[src/sv/swm_pkg.sv]
`timescale 1ns / 1ps
`default_nettype none
// ----------------------------------------------------------------------------
// swm_pkg
// shared constants and types of the sliding window median core
// ----------------------------------------------------------------------------
package swm_pkg;

  localparam int unsigned DEF_MAX_WINDOW   = 64;
  localparam int unsigned DEF_SAMPLE_WIDTH = 16;

  localparam int unsigned CFG_W      = 7;
  localparam int unsigned APB_DATA_W = 32;
  localparam int unsigned APB_ADDR_W = 3;
  localparam int unsigned REG_IDX_W  = APB_ADDR_W - 2;

  localparam logic [CFG_W-1:0]     WINDOW_SIZE_RST = 7'd3;
  localparam logic [REG_IDX_W-1:0] REG_WINDOW_SIZE = 1'b0;

  typedef enum logic [2:0] {
    ST_IDLE = 3'b001,
    ST_UPD  = 3'b010,
    ST_MED  = 3'b100
  } swm_state_e;

  typedef struct packed {
    logic up;
    logic down;
  } swm_move_t;

endpackage
`default_nettype wire

[src/sv/swm_cell.sv]
`timescale 1ns / 1ps
`default_nettype none
// ----------------------------------------------------------------------------
// swm_cell
// one slot of the sorted window: holds a value and its age, decides locally
// whether it moves up, down or stays when the oldest value leaves and a new
// sample is inserted, and takes over a neighbor's entry when that one moves in
// ----------------------------------------------------------------------------
module swm_cell #(
  parameter int unsigned SAMPLE_WIDTH = swm_pkg::DEF_SAMPLE_WIDTH,
  parameter int unsigned AGE_W        = 6,
  parameter int unsigned CNT_W        = 7,
  parameter int unsigned IDX          = 0
) (
  input  wire                           clk_i,
  input  wire                           rst_ni,
  input  wire                           en_i,
  input  wire logic signed [SAMPLE_WIDTH-1:0] sample_i,
  input  wire logic signed [SAMPLE_WIDTH-1:0] rm_val_i,
  input  wire                           drop_i,
  input  wire logic [AGE_W-1:0]         drop_age_i,
  input  wire logic [CNT_W-1:0]         fill_i,
  input  wire logic signed [SAMPLE_WIDTH-1:0] left_val_i,
  input  wire logic [AGE_W-1:0]         left_age_i,
  input  wire swm_pkg::swm_move_t       left_mv_i,
  input  wire logic signed [SAMPLE_WIDTH-1:0] right_val_i,
  input  wire logic [AGE_W-1:0]         right_age_i,
  input  wire swm_pkg::swm_move_t       right_mv_i,
  output logic signed [SAMPLE_WIDTH-1:0] val_o,
  output logic [AGE_W-1:0]              age_o,
  output swm_pkg::swm_move_t            mv_o
);
  import swm_pkg::*;

  logic signed [SAMPLE_WIDTH-1:0] val_q, val_d;
  logic [AGE_W-1:0]               age_q, age_d;
  logic valid, rm, above, gt, keep, stay;

  assign valid = (CNT_W'(IDX) < fill_i);
  assign rm    = valid && drop_i && (age_q == drop_age_i);
  // strictly above the leaving entry in (value, newer-on-top) order
  assign above = valid && drop_i &&
                 ((val_q > rm_val_i) || ((val_q == rm_val_i) && (age_q < drop_age_i)));
  assign gt    = valid && (val_q > sample_i);
  assign keep  = valid && !rm;
  assign stay  = keep && (above == gt);

  assign mv_o.up   = keep && gt && !above;
  assign mv_o.down = keep && above && !gt;

  always_comb begin
    if (right_mv_i.down) begin
      val_d = right_val_i;
      age_d = right_age_i + AGE_W'(1);
    end else if (left_mv_i.up) begin
      val_d = left_val_i;
      age_d = left_age_i + AGE_W'(1);
    end else if (stay) begin
      val_d = val_q;
      age_d = age_q + AGE_W'(1);
    end else begin
      val_d = sample_i;
      age_d = '0;
    end
  end

  always_ff @(posedge clk_i or negedge rst_ni) begin
    if (!rst_ni) begin
      val_q <= '0;
      age_q <= '0;
    end else if (en_i) begin
      val_q <= val_d;
      age_q <= age_d;
    end
  end

  assign val_o = val_q;
  assign age_o = age_q;

endmodule
`default_nettype wire

[config.mk]
export PLATFORM = sky130hd
export DESIGN_NAME = swm_cell
export DESIGN_NICKNAME = d
export VERILOG_FILES = /design/src/sv/swm_pkg.sv /design/src/sv/swm_cell.sv
export SDC_FILE = /design/constraint.sdc
export NUM_CORES = 1
export LEC_CHECK = 0
export BUFFER_PORTS_ARGS = -buffer_cell sky130_fd_sc_hd__buf_4
export CAP_MARGIN = 25
export CORE_ASPECT_RATIO = 1.2
export CORE_UTILIZATION = 27
export CTS_CLUSTER_SIZE = 24
export DETAILED_ROUTE_END_ITERATION = 16
export GPL_ROUTABILITY_DRIVEN = 0
export PLACE_DENSITY = 0.54
export SYNTH_ARGS = -nofsm -noshare
export SYNTH_HDL_FRONTEND = slang
export SYNTH_SLANG_ARGS = --single-unit
[constraint.sdc]
create_clock -name clk_i -period 7.3 [get_ports clk_i]
set_clock_uncertainty 0.15 [all_clocks]
set_input_delay 0.73 -clock clk_i [delete_from_list [all_inputs] [get_ports clk_i]]
set_output_delay 0.73 -clock clk_i [all_outputs]
set_load 0.005 [all_outputs]
==> flow_metrics.tcl <==
set metrics [dict create \
    status "finished, final reports clean" \
    maxCapViolCount 0 \
    rr_startpoint "val_o[15]" \
    die_h_um 109 \
    first_iter_violations 66 \
    period_share_pct 52.0 \
    syn_nets 446 \
    clock-root-buffer "clkbuf_8" \
    syn-cell-area_sq_mm 0.00258 \
    yosys_warnings 0 \
    hpwl_um 6260 \
    io_pins 121 \
    tns_ns 0 \
    cts_made_buffers 3 \
    cellPowerDensity_mw_per_mm2 178 \
    die_width_um 91.2 \
    via_per_inst 4.81 \
    post_cts_buffers 0 \
    grt_max_degree 39 \
    relSlewSlack_pct 69.5 \
    synth_area_leaders "dfrtp_1, ha_1, mux2i_1" \
    insertion_delay_ns 0.27 \
    yosysSeqAreaShare_pct 21.3 \
    cp-end-kind "flop" \
    rr_endpoint "val_o[14]" \
    setup_viol 0 \
    r2r_slack_ns 3.60 \
    cts-resized-gates 0 \
    avgSynthCellArea_sq_um 8.37 \
    cts_sinks 22 \
    ys_ff_latch 22 \
    rows 38 \
    stdcell_area_sq_mm 0.00364 \
    synthCells 308 \
    placed_area_sq_mm 0.00355 \
    drv_slew 0 \
    r2r_cells 10 \
    worst_ep_arrival_time_ns 3.81 \
    rsz0062_at_grt "false" \
    wl_per_cell_um 14.1 \
    grtUsageTotal_pct 15.4 \
    detail-route-antenna-nets 0 \
    cts_hold_buf 0 \
    fp.dieArea_sq_mm 0.00995 \
    area_delta_synth_final_pct 41.1 \
    hold_path_class "in2async" \
    numPortBuffers 118 \
    path_class "in2reg" \
    tightest_slew_ns 0.455 \
    cts_tree "built" \
    grt-ovfl-total 0 \
    grt_first_pass_wirelength_um 12100 \
    crit_required_ns 7.32 \
    fmax_mhz 264 \
    fin_nets 560 \
    vdd.ir_drop.worst_uv 61.4 \
    synth_cell_type_count 42 \
    antenna_found_initial 0 \
    cts.reportedPaths.clkPinSlew_ns 0.09 \
    fin_crit_ns 3.79 \
    startpoint_type "input pin" \
    routed_wl_um 7650 \
    vias 2601 \
    start_util_pct 28.1 \
    diodes 0 \
    hold_viol 0 \
    drive_above_1_share_pct 34.0 \
    yosysTopAreaCellShare_pct 21.3 \
    cts-htree-levels 1 \
    p_leak_nw 1.91 \
    cts_buffer_depth 2 \
    synth_top_cell_by_area "dfrtp_1" \
    crit_fanout 11 \
    drc 0 \
    core_sq_mm 0.00918 \
    dr.pass1.iters 4 \
    grt_pass1_vias 2544 \
]
-- state kept, by name (all words and copies together), names as in the netlist --
signal  cells
age_o       6
val_o      16
-- cell usage in the layout (no fill, tap or decap), drive strengths merged, types with 2 or more instances in the layout --
master / count
a211oi: 2
a21oi: 22
a31oi: 4
and3: 2
and4: 2
buf: 119
clkbuf: 3
dfrtp: 22
ha: 41
inv: 42
mux2: 15
mux2i: 17
nand2: 29
nand3: 17
nand4: 9
nor2: 13
nor2b: 2
nor3: 2
nor4: 2
o211ai: 6
o21a: 3
o21ai: 23
o22ai: 3
xnor2: 7
xor2: 4
-- cell usage after synthesis --
master,number
mux2i_1,17
dfrtp_1,22
o21ai_0,22
and4_1,1
o31ai_4,1
xor2_1,3
a211oi_1,2
a31oi_1,4
a21boi_0,1
xnor2_1,7
clkbuf_1,7
nand3b_1,1
o211ai_1,6
o21ai_1,1
nor3_1,2
and3_1,2
and4_4,1
mux2_4,9
inv_1,42
nor2b_1,2
a21oi_1,22
nand4_1,8
nand2_1,29
a311o_1,1
o221ai_1,1
o21a_1,3
nor4_2,1
a21o_1,1
or2b_1,1
nand3_1,17
mux2_2,6
nor4_1,1
nand4_2,1
buf_1,1
xor2_2,1
a31o_1,1
ha_1,41
o22ai_1,3
nor2_1,13
buf_12,1
buf_6,1
and4b_1,1
-- layout make-up --
cell class,instances,area [sq um]
multi-input cells,234,1810
flip-flops and latches,22,551
well taps,120,150
inverters,42,158
clock buffers,3,41.3
fillers,955,5540
repair buffers,119,901
clock inverters,1,30.0
-- worst max-delay path by stage --
stage | startpoint | slack, ns | end | cells after the start
floorplan | rm_val_i[15] | 3.95 | val_o[10] | 12
global placement | rm_val_i[15] | 3.01 | val_o[1] | 11
detailed placement | rm_val_i[15] | 2.91 | val_o[14] | 11
CTS | rm_val_i[15] | 3.20 | val_o[14] | 11
global route | rm_val_i[15] | 3.35 | val_o[14] | 12
finish | rm_val_i[15] | 3.51 | val_o[14] | 12
-- metal layers --
layer	GRT usage [%]	vias up	share of wire, %
met5	0	-	0
met1	18.8	1187	43
met4	3.97	0	1.2
met2	28.7	87	51
li1	-	1321	-
met3	1.88	6	5.3
-- worst max-delay path, cell delays in order --
cell and delay [ns]:
buf_4 0.08, inv_1 0.03, ha_1 0.34, nand4_2 0.19, nor4_2 0.39, o21ai_1 0.16, and4_4 0.21, o31ai_4 0.29
xor2_2 0.33, a31o_1 0.47, buf_8 0.23, mux2_2 0.35
-- cells by family after synthesis --
| logic type | Yosys count | share of synthesized area (%) |
|---|---|---|
| fa+ha+maj | 41 | 19.9 |
| compound gates | 69 | 16.1 |
| simple gates | 81 | 15.7 |
| buf+inv | 52 | 8.49 |
| xor+xnor | 11 | 4.03 |
| mux | 32 | 14.5 |
| flops | 22 | 21.3 |
-- metrics by stage --
stage          utilization (%)  setup WS (ns)  hold slack, ns  total power [mW]  std cells
6_report                  39.7           3.51           0.190             0.648        541
5_1_grt                   39.7           3.35           0.204             0.703        541
4_1_cts                   39.5           3.20           0.194             0.655        540
3_5_place_dp              38.7           2.91           0.427             0.531        536
3_3_place_gp              38.7           3.01           0.421             0.524        536
2_1_floorplan                -           3.95           0.284             0.384        308
-- power breakdown --
part | internal (mW) | total [mW] | switching, mW
combinational | 0.186 | 0.338 | 0.153
clock | 0.0734 | 0.120 | 0.0467
sequential | 0.149 | 0.189 | 0.0399
total | 0.408 | 0.648 | 0.239
Note: power is estimated with default switching activity, not from simulation.
